[config.mk]
export PLATFORM = sky130hd
export DESIGN_NAME = omm_front
export DESIGN_NICKNAME = d
export VERILOG_FILES = /design/src/sv/omm_pkg.sv /design/src/sv/omm_front.sv
export SDC_FILE = /design/constraint.sdc
export NUM_CORES = 1
export LEC_CHECK = 0
export ABC_AREA = 1
export BUFFER_PORTS_ARGS = -buffer_cell sky130_fd_sc_hd__buf_2
export CAP_MARGIN = 0
export CORE_MARGIN = 5
export CORE_UTILIZATION = 32
export CTS_CLUSTER_DIAMETER = 60
export CTS_CLUSTER_SIZE = 14
export DETAILED_ROUTE_END_ITERATION = 8
export PLACE_DENSITY = 0.61
export SLEW_MARGIN = 5
export SYNTH_ARGS = -nofsm -noshare
export SYNTH_HDL_FRONTEND = slang
export SYNTH_SLANG_ARGS = --single-unit
[constraint.sdc]
create_clock -name clk -period 4.9 [get_ports clk]
set_input_delay 0.49 -clock clk [delete_from_list [all_inputs] [get_ports clk]]
set_output_delay 0.49 -clock clk [all_outputs]
set_load 0.05 [all_outputs]
[src/sv/omm_pkg.sv]
// shared types and constants of the ordered multimap index unit
`default_nettype none
package omm_pkg;

  localparam int DEF_MAX_RECORDS = 1024;
  localparam int DEF_KEY_BITS    = 32;

  localparam int MODE_W   = 3;
  localparam int ID_W     = 10;
  localparam int FKEY_W   = 32;
  localparam int STATUS_W = 2;
  localparam int COUNT_W  = 11;
  localparam int IN_W     = 80;
  localparam int OUT_W    = 48;

  localparam logic [COUNT_W-1:0] COUNT_SAT = 11'd2047;

  localparam logic [MODE_W-1:0] MODE_SET       = 3'd0;
  localparam logic [MODE_W-1:0] MODE_DELETE    = 3'd1;
  localparam logic [MODE_W-1:0] MODE_GET       = 3'd2;
  localparam logic [MODE_W-1:0] MODE_CNT_EQUAL = 3'd3;
  localparam logic [MODE_W-1:0] MODE_CNT_RANGE = 3'd4;
  localparam logic [MODE_W-1:0] MODE_CNT_FROM  = 3'd5;
  localparam logic [MODE_W-1:0] MODE_CNT_TO    = 3'd6;

  localparam logic [STATUS_W-1:0] ST_OK     = 2'd0;
  localparam logic [STATUS_W-1:0] ST_RANGE  = 2'd1;
  localparam logic [STATUS_W-1:0] ST_ABSENT = 2'd2;

  // classified operation handed from front to back
  typedef enum logic [2:0] {
    OP_SET   = 3'd0,
    OP_DEL   = 3'd1,
    OP_GET   = 3'd2,
    OP_COUNT = 3'd3,
    OP_NONE  = 3'd4,
    OP_BADID = 3'd5
  } op_t;

  typedef struct packed {
    op_t              op;
    logic [ID_W-1:0]  id;
  } cmd_ctl_t;

endpackage
`default_nettype wire

[src/sv/omm_front.sv]
// front end: accepts beats, classifies them and queues commands
`default_nettype none
module omm_front import omm_pkg::*; #(
  parameter int MAX_RECORDS = DEF_MAX_RECORDS,
  parameter int KEY_BITS    = DEF_KEY_BITS
) (
  input  wire logic                clk,
  input  wire logic                rst,
  input  wire logic                s_tvalid,
  output      logic                s_tready,
  input  wire logic [IN_W-1:0]     s_tdata,
  output      logic                c_valid,
  input  wire logic                c_ready,
  output      cmd_ctl_t            c_ctl,
  output      logic [KEY_BITS-1:0] c_lo,
  output      logic [KEY_BITS-1:0] c_hi
);

  localparam logic [31:0] MAX_W = 32'(MAX_RECORDS);

  logic [MODE_W-1:0]   mode;
  logic [ID_W-1:0]     rid;
  logic [FKEY_W-1:0]   raw_k;
  logic [FKEY_W-1:0]   raw_u;
  logic [KEY_BITS-1:0] k;
  logic [KEY_BITS-1:0] u;
  logic [KEY_BITS-1:0] kmin;
  logic [KEY_BITS-1:0] kmax;
  logic                in_range;
  cmd_ctl_t            ctl;
  logic [KEY_BITS-1:0] lo;
  logic [KEY_BITS-1:0] hi;

  assign mode  = s_tdata[2:0];
  assign rid   = s_tdata[12:3];
  assign raw_k = s_tdata[44:13];
  assign raw_u = s_tdata[76:45];

  generate
    if (KEY_BITS > FKEY_W) begin : g_wide
      assign k    = {{(KEY_BITS-FKEY_W){raw_k[FKEY_W-1]}}, raw_k};
      assign u    = {{(KEY_BITS-FKEY_W){raw_u[FKEY_W-1]}}, raw_u};
      assign kmin = {1'b1, {(KEY_BITS-1){1'b0}}};
      assign kmax = {1'b0, {(KEY_BITS-1){1'b1}}};
    end else begin : g_narrow
      localparam logic [FKEY_W-1:0] RAW_MIN = 32'h8000_0000;
      localparam logic [FKEY_W-1:0] RAW_MAX = 32'h7fff_ffff;
      assign k    = raw_k[KEY_BITS-1:0];
      assign u    = raw_u[KEY_BITS-1:0];
      assign kmin = RAW_MIN[KEY_BITS-1:0];
      assign kmax = RAW_MAX[KEY_BITS-1:0];
    end
  endgenerate

  assign in_range = 32'(rid) < MAX_W;

  always_comb begin
    ctl.id = rid;
    ctl.op = OP_NONE;
    lo     = k;
    hi     = k;
    case (mode)
      MODE_SET:       ctl.op = in_range ? OP_SET : OP_BADID;
      MODE_DELETE:    ctl.op = in_range ? OP_DEL : OP_BADID;
      MODE_GET:       ctl.op = in_range ? OP_GET : OP_BADID;
      MODE_CNT_EQUAL: ctl.op = OP_COUNT;
      MODE_CNT_RANGE: begin
        hi     = u;
        ctl.op = ($signed(k) > $signed(u)) ? OP_NONE : OP_COUNT;
      end
      MODE_CNT_FROM: begin
        hi     = kmax;
        ctl.op = ($signed(k) > $signed(kmax)) ? OP_NONE : OP_COUNT;
      end
      MODE_CNT_TO: begin
        lo     = kmin;
        ctl.op = ($signed(kmin) > $signed(k)) ? OP_NONE : OP_COUNT;
      end
      default:        ctl.op = OP_NONE;
    endcase
  end

  // two-entry command queue
  cmd_ctl_t            q_ctl [2];
  logic [KEY_BITS-1:0] q_lo  [2];
  logic [KEY_BITS-1:0] q_hi  [2];
  logic                wr_ptr;
  logic                rd_ptr;
  logic [1:0]          fill;
  logic                push;
  logic                pop;

  assign s_tready = fill != 2'd2;
  assign push     = s_tvalid && s_tready;
  assign c_valid  = fill != 2'd0;
  assign pop      = c_valid && c_ready;
  assign c_ctl    = q_ctl[rd_ptr];
  assign c_lo     = q_lo[rd_ptr];
  assign c_hi     = q_hi[rd_ptr];

  always_ff @(posedge clk) begin
    if (push) begin
      q_ctl[wr_ptr] <= ctl;
      q_lo[wr_ptr]  <= lo;
      q_hi[wr_ptr]  <= hi;
    end
  end

  always_ff @(posedge clk) begin
    if (rst) begin
      wr_ptr <= 1'b0;
      rd_ptr <= 1'b0;
      fill   <= 2'd0;
    end else begin
      if (push) wr_ptr <= ~wr_ptr;
      if (pop) rd_ptr <= ~rd_ptr;
      if (push && !pop) fill <= fill + 2'd1;
      else if (pop && !push) fill <= fill - 2'd1;
    end
  end

endmodule
`default_nettype wire

==> results of run 1 <==
[synthesized netlist by cell type]
cell type  number  area [um^2]
buf_2          11         55.1
nor4_4          1         21.3
nor2_1         43          161
mux2_2         77          867
inv_2           4         15.0
a21oi_2         1         8.76
o21bai_1        1         7.51
o21ai_1         3         15.0
or2_1           2         12.5
o21a_1          2         15.0
o21a_2          1         8.76
nand2_2         2         12.5
nand4_1         3         18.8
nor3_1          1         5.00
nor2_2          1         6.26
nand3_1         4         20.0
nand2_1        77          289
edfxtp_1      154         4620
o21ai_0         4         20.0
inv_1          73          274
ha_1           33          413
buf_4           3         22.5
a21o_1          2         15.0
clkbuf_1        4         15.0
dfxtp_1         5          100
nand3b_1        1         7.51
a21oi_1        50          250
[cells in the final DEF, fill, tap and decap left out, types with 17 or more instances in the layout]
| cell type | count |
|---|---|
| edfxtp_1 | 154 |
| buf_2 | 159 |
| a21oi_1 | 50 |
| nor2_1 | 39 |
| clkbuf_16 | 17 |
| mux2_2 | 77 |
| ha_1 | 33 |
| nand2_1 | 77 |
| inv_1 | 73 |
[how the worst min path moves through the flow]
stage | start | endpoint | slack, ns | depth (start not counted)
2_1_floorplan | rd_ptr | flip-flop | 0.45 | 2
3_3_place_gp | rd_ptr | flip-flop | 0.46 | 2
3_5_place_dp | rd_ptr | flip-flop | 0.47 | 2
4_1_cts | s_tdata[4] | q_ctl[0][1] | 0.24 | 1
5_1_grt | s_tdata[10] | q_ctl[1][7] | 0.24 | 1
6_report | s_tdata[4] | q_ctl[0][1] | 0.26 | 1
[worst max-delay path: stages, from the launching register on]
cell and delay [ns]:
dfxtp_4 0.94, buf_4 0.42, mux2_2 0.39, buf_2 0.21
[layer usage]
| layer | part of all wire, % | track usage [%] | vias to the layer above |
|---|---|---|---|
| li1 | - | - | 2289 |
| met1 | 45 | 16.5 | 2214 |
| met2 | 49 | 23.0 | 107 |
| met3 | 5.4 | 4.00 | 15 |
| met4 | 0.98 | 3.37 | 0 |
| met5 | 0 | 0 | - |
[flip-flops by register name, summed over array words and instances (netlist names), named ones only]
| register | count |
|---|---|
| fill | 2 |
| q_ctl | 26 |
| q_hi | 64 |
| q_lo | 64 |
| rd_ptr | 1 |
| wr_ptr | 1 |
[metrics by stage]
step / hold WS, ns / cell area, um^2 / setup slack [ns] / util [%]
2_1_floorplan: 0.454 / 7280 / 0.247 / -
3_3_place_gp: 0.464 / 8430 / 2.38 / 37.5
3_5_place_dp: 0.468 / 8430 / 2.35 / 37.5
5_1_grt: 0.241 / 9050 / 1.84 / 40.2
6_report: 0.265 / 9050 / 1.99 / 40.2
4_1_cts: 0.236 / 9050 / 1.89 / 40.2
[kinds of logic after synthesis]
group	count (synthesis)	synth area share (%)
compound gates	64	4.67
fa+ha+maj	33	5.67
buf+inv	95	5.24
flops	159	64.9
mux	77	11.9
simple gates	135	7.61
[layout make-up]
type	instances	area [um^2]	share of cell area (%)
sequential	159	4730	52.3
clock inverter	14	189	2.09
tap	285	357	3.94
clock buffer	18	429	4.74
multi-input combinational	309	2200	24.4
inverter	77	289	3.19
timing repair buffer	163	851	9.40
[power by group through the flow]
stage	registers (mW)	clock network (mW)	logic [mW]
after CTS	1.83	1.44	1.55
after global placement	1.85	0	1.54
after floorplan	1.81	0	1.22
after detailed placement	1.86	0	1.55
after global routing	1.85	1.50	1.63
final	1.83	1.40	1.53
==> reports/qor.csv, run 1 <==
metric,value,unit
drv_slew,0,
cp_max_fo,61,
nFillCells,2172,
post-route-drc-count,0,
hold_viol,0,
dp_cells,993,
grt_use_total,13.4,%
pwr-share-seq,38.5,%
maxSlewHeadroom,18.9,%
grt_overflow,0,
final_nets,844,
hp-class,in2reg,
start_kind,flip-flop,
worstMarginPinSlew,1.21,ns
wirelength,16800,um
ys_seq_area_share,64.9,%
dp_hpwl,11200,um
crit_end,c_hi[19],
power.leakage,3.81,nW
vias,4625,
outcome,"complete, no violations",
rsz0062_at_grt,false,
fmax,0.344,GHz
syn_inst,563,
fp.dieH,161,um
hold_buffers,0,
cts-root-buf,clkbuf_16,
cts_max_path_buffers,2,
final_layout_size_suffix_gt1_share,38.4,%
period_share,59.4,%
portBuffers,159,
drt_iter0_markers,195,
grt_start_max_net_pins,62,
cts_max_level,4,
skew,0.00811,ns
route.antenna.remaining_nets,0,
syn-cell-area,7280,um^2
p_per_area,525,nW/um^2
yosys_warnings,0,
insertion_delay,0.42,ns
row_count,55,
fin_crit,2.91,ns
initial_utilization,32.4,%
dieArea,25900,um^2
maxCapViolations,0,
diodes,0,
cts_tree,built,
gp_congestion,0.750,
intPower,3.00,mW
viasPerCell,4.51,
ir_drop,0.197,mV
die_width,161,um
combPwrFrac,32.1,%
power.share.clock,29.4,%
drtPass1Iterations,4,
power.total,4.75,mW
areaGrowthSynthToFinish,24.3,%
crit_required,4.41,ns
cts_made_buffers,17,
wire_per_inst,16.4,um
grt_pass1_wl,26700,um
syn-num-nets,680,
ys_seq_elements,159,
design.core.area,22500,um^2
grt_pass1_vias,5007,
synth_cell_types,27,
worstPathArrival,2.42,ns
r2r_cells,5,
r2r-start,fill[0],
worst-setup-path-type,reg2out,
clk_pin_slew,0.07,ns
post_cts_buffers,0,
end_kind,output pin,
ff2ff_setup_slack,2.62,ns
syn_avg_cell_area,12.9,um^2
r2r-end,q_ctl[1][10],
stdcell_count,1025,
pin_count,163,
ctsResizeCount,0,
p_sw,1.75,mW
antenna_found_initial,0,
setup_viol,0,
switching_share,36.8,%
clock_sinks,159,
fin_setup_tns,0,ns
Power figures use the tool's default switching activity.
==> run 2, diff against run 1 <==
clock period = 2.73 ns   (was 4.9 ns; I/O delays follow)
==> reports/qor.csv, run 2 (synthesized netlist as in run 1, its figures left out) <==
metric,value,unit,change
drtPass1Iterations,5,,+1
grt_pass1_wl,26300,um,-1.4%
setup_viol,0,,unchanged
ctsResizeCount,0,,unchanged
skew,0.00783,ns,-0.000272 ns
dp_cells,1002,,+0.91%
maxCapViolations,0,,unchanged
intPower,5.22,mW,+74%
final-seq-area,4730,um^2,unchanged
wirelength,16700,um,-0.59%
diodes,0,,unchanged
grt_use_total,13.0,%,-0.30 points
grt_start_max_net_pins,41,,-34%
drv_slew,0,,unchanged
cts_max_level,4,,unchanged
fp.dieH,161,um,unchanged
holdPathStages,1,,unchanged
row_count,55,,unchanged
worstPathArrival,1.85,ns,-0.57 ns
worstMarginPinSlew,0.619,ns,-0.595 ns
top_regs,"q_hi (64), q_lo (64), q_ctl (26)",,
final_cell_mix,"buf_2 (159), edfxtp_1 (154), mux2_2 (77), nand2_1 (77), inv_1 (73)",,
fin_crit,2.12,ns,
hold_buffers,0,,unchanged
combPwrFrac,33.7,%,+1.6 points
pin_count,163,,unchanged
final_layout_size_suffix_gt1_share,39.0,%,+0.61 points
power.leakage,3.83,nW,+0.38%
wire_per_inst,16.2,um,-1.5%
initial_utilization,32.4,%,unchanged
cp_max_fo,34,,-44%
nFillCells,2189,,+0.78%
rsz0062_at_grt,false,,
outcome,"complete, no violations",,
post-place-ws,0.638,ns,-1.71 ns
p_sw,3.14,mW,+80%
dieArea,25900,um^2,unchanged
hp-class,in2reg,,
insertion_delay,0.42,ns,about the same
finalWorstSetupSlack,0.605,ns,-1.38 ns
post-route-drc-count,0,,unchanged
cts_made_buffers,17,,unchanged
finish.utilization,40.3,%,+0.045 points
period_share,77.8,%,
clock_sinks,159,,unchanged
viasPerCell,4.51,,about the same
final_nets,853,,+1.1%
grt_pass1_vias,4916,,-1.8%
stdcell_count,1034,,+0.88%
p_per_area,924,nW/um^2,+76%
fin_setup_tns,0,ns,unchanged
gp_congestion,0.740,,-1.3%
cts_tree,built,,
areaGrowthSynthToFinish,24.4,%,
cts_max_path_buffers,2,,unchanged
maxSlewHeadroom,58.7,%,+40 points
switching_share,37.6,%,+0.82 points
drt_iter0_markers,181,,-7.2%
design.core.area,22500,um^2,unchanged
power.share.clock,28.0,%,-1.4 points
crit_required,2.46,ns,-1.95 ns
worst-setup-path-type,reg2out,,
antenna_found_initial,1,,+1
end_kind,output pin,,
start_kind,flip-flop,,
multiInputGateArea,2200,um^2,unchanged
ir_drop,0.387,mV,+96%
cts-root-buf,clkbuf_16,,
post_cts_buffers,0,,unchanged
vias,4662,,+0.80%
dp_hpwl,11500,um,+2.6%
whs,0.0467,ns,-0.218 ns
grt_overflow,0,,unchanged
die_width,161,um,unchanged
ff2ff_setup_slack,1.06,ns,-1.56 ns
clk_pin_slew,0.06,ns,about the same
r2r_cells,9,,+4
final_common_cell,buf_2,,
fmax,0.471,GHz,
route.antenna.remaining_nets,0,,unchanged
hold_viol,0,,unchanged
portBuffers,159,,unchanged
pwr-share-seq,38.4,%,about the same
run 2: cell count changes in the layout (fill, tap and decap cells not counted):
cell	previous run	this run
buf_4	2	12
bufinv_16	4	2
clkinv_4	0	2
buf_12	2	1
clkbuf_1	1	2
clkinv_2	1	0
clkinvlp_4	4	5
inv_6	3	2
run 2: power by group through the flow:
| stage | logic (mW) | registers, mW | clock network [mW] |
|---|---|---|---|
| CTS | 2.87 | 3.22 | 2.42 |
| floorplan | 2.20 | 3.23 | 0 |
| finish | 2.82 | 3.21 | 2.34 |
| global route | 3.00 | 3.24 | 2.52 |
| global placement | 2.85 | 3.25 | 0 |
| detailed placement | 2.86 | 3.27 | 0 |
run 2: metrics by stage:
step | power (mW) | area [um^2]
after floorplan | 5.42 | 7290
after global placement | 6.10 | 8480
after detailed placement | 6.12 | 8480
after CTS | 8.50 | 9060
after global routing | 8.77 | 9060
final | 8.37 | 9060
run 2: worst paths after layout:
check             start          end
min reg2reg      rd_ptr    flip-flop
max           flip-flop     c_hi[14]
max reg2reg     fill[0]      fill[1]
min          s_tdata[3]  q_ctl[0][0]
run 2: routing by layer:
metal  share of wire (%)  track usage [%]
met5               0.078                0
met4                0.86             3.53
met3                 6.3             4.00
met2                  49             21.9
met1                  44             16.4
run 2: worst max-delay path, stage by stage, from the launching register on:
cell,delay [ns]
dfxtp_4,0.54
buf_12,0.26
mux2_2,0.38
buf_2,0.22
run 2: area by class of cell:
| cell class | instances | share of cell area, % |
|---|---|---|
| multi-input cells | 309 | 24.3 |
| well taps | 285 | 3.94 |
| inverters | 77 | 3.19 |
| repair buffers | 172 | 10.0 |
| flip-flops and latches | 159 | 52.2 |
| clock inverters | 13 | 1.55 |
| clock buffers | 19 | 4.78 |
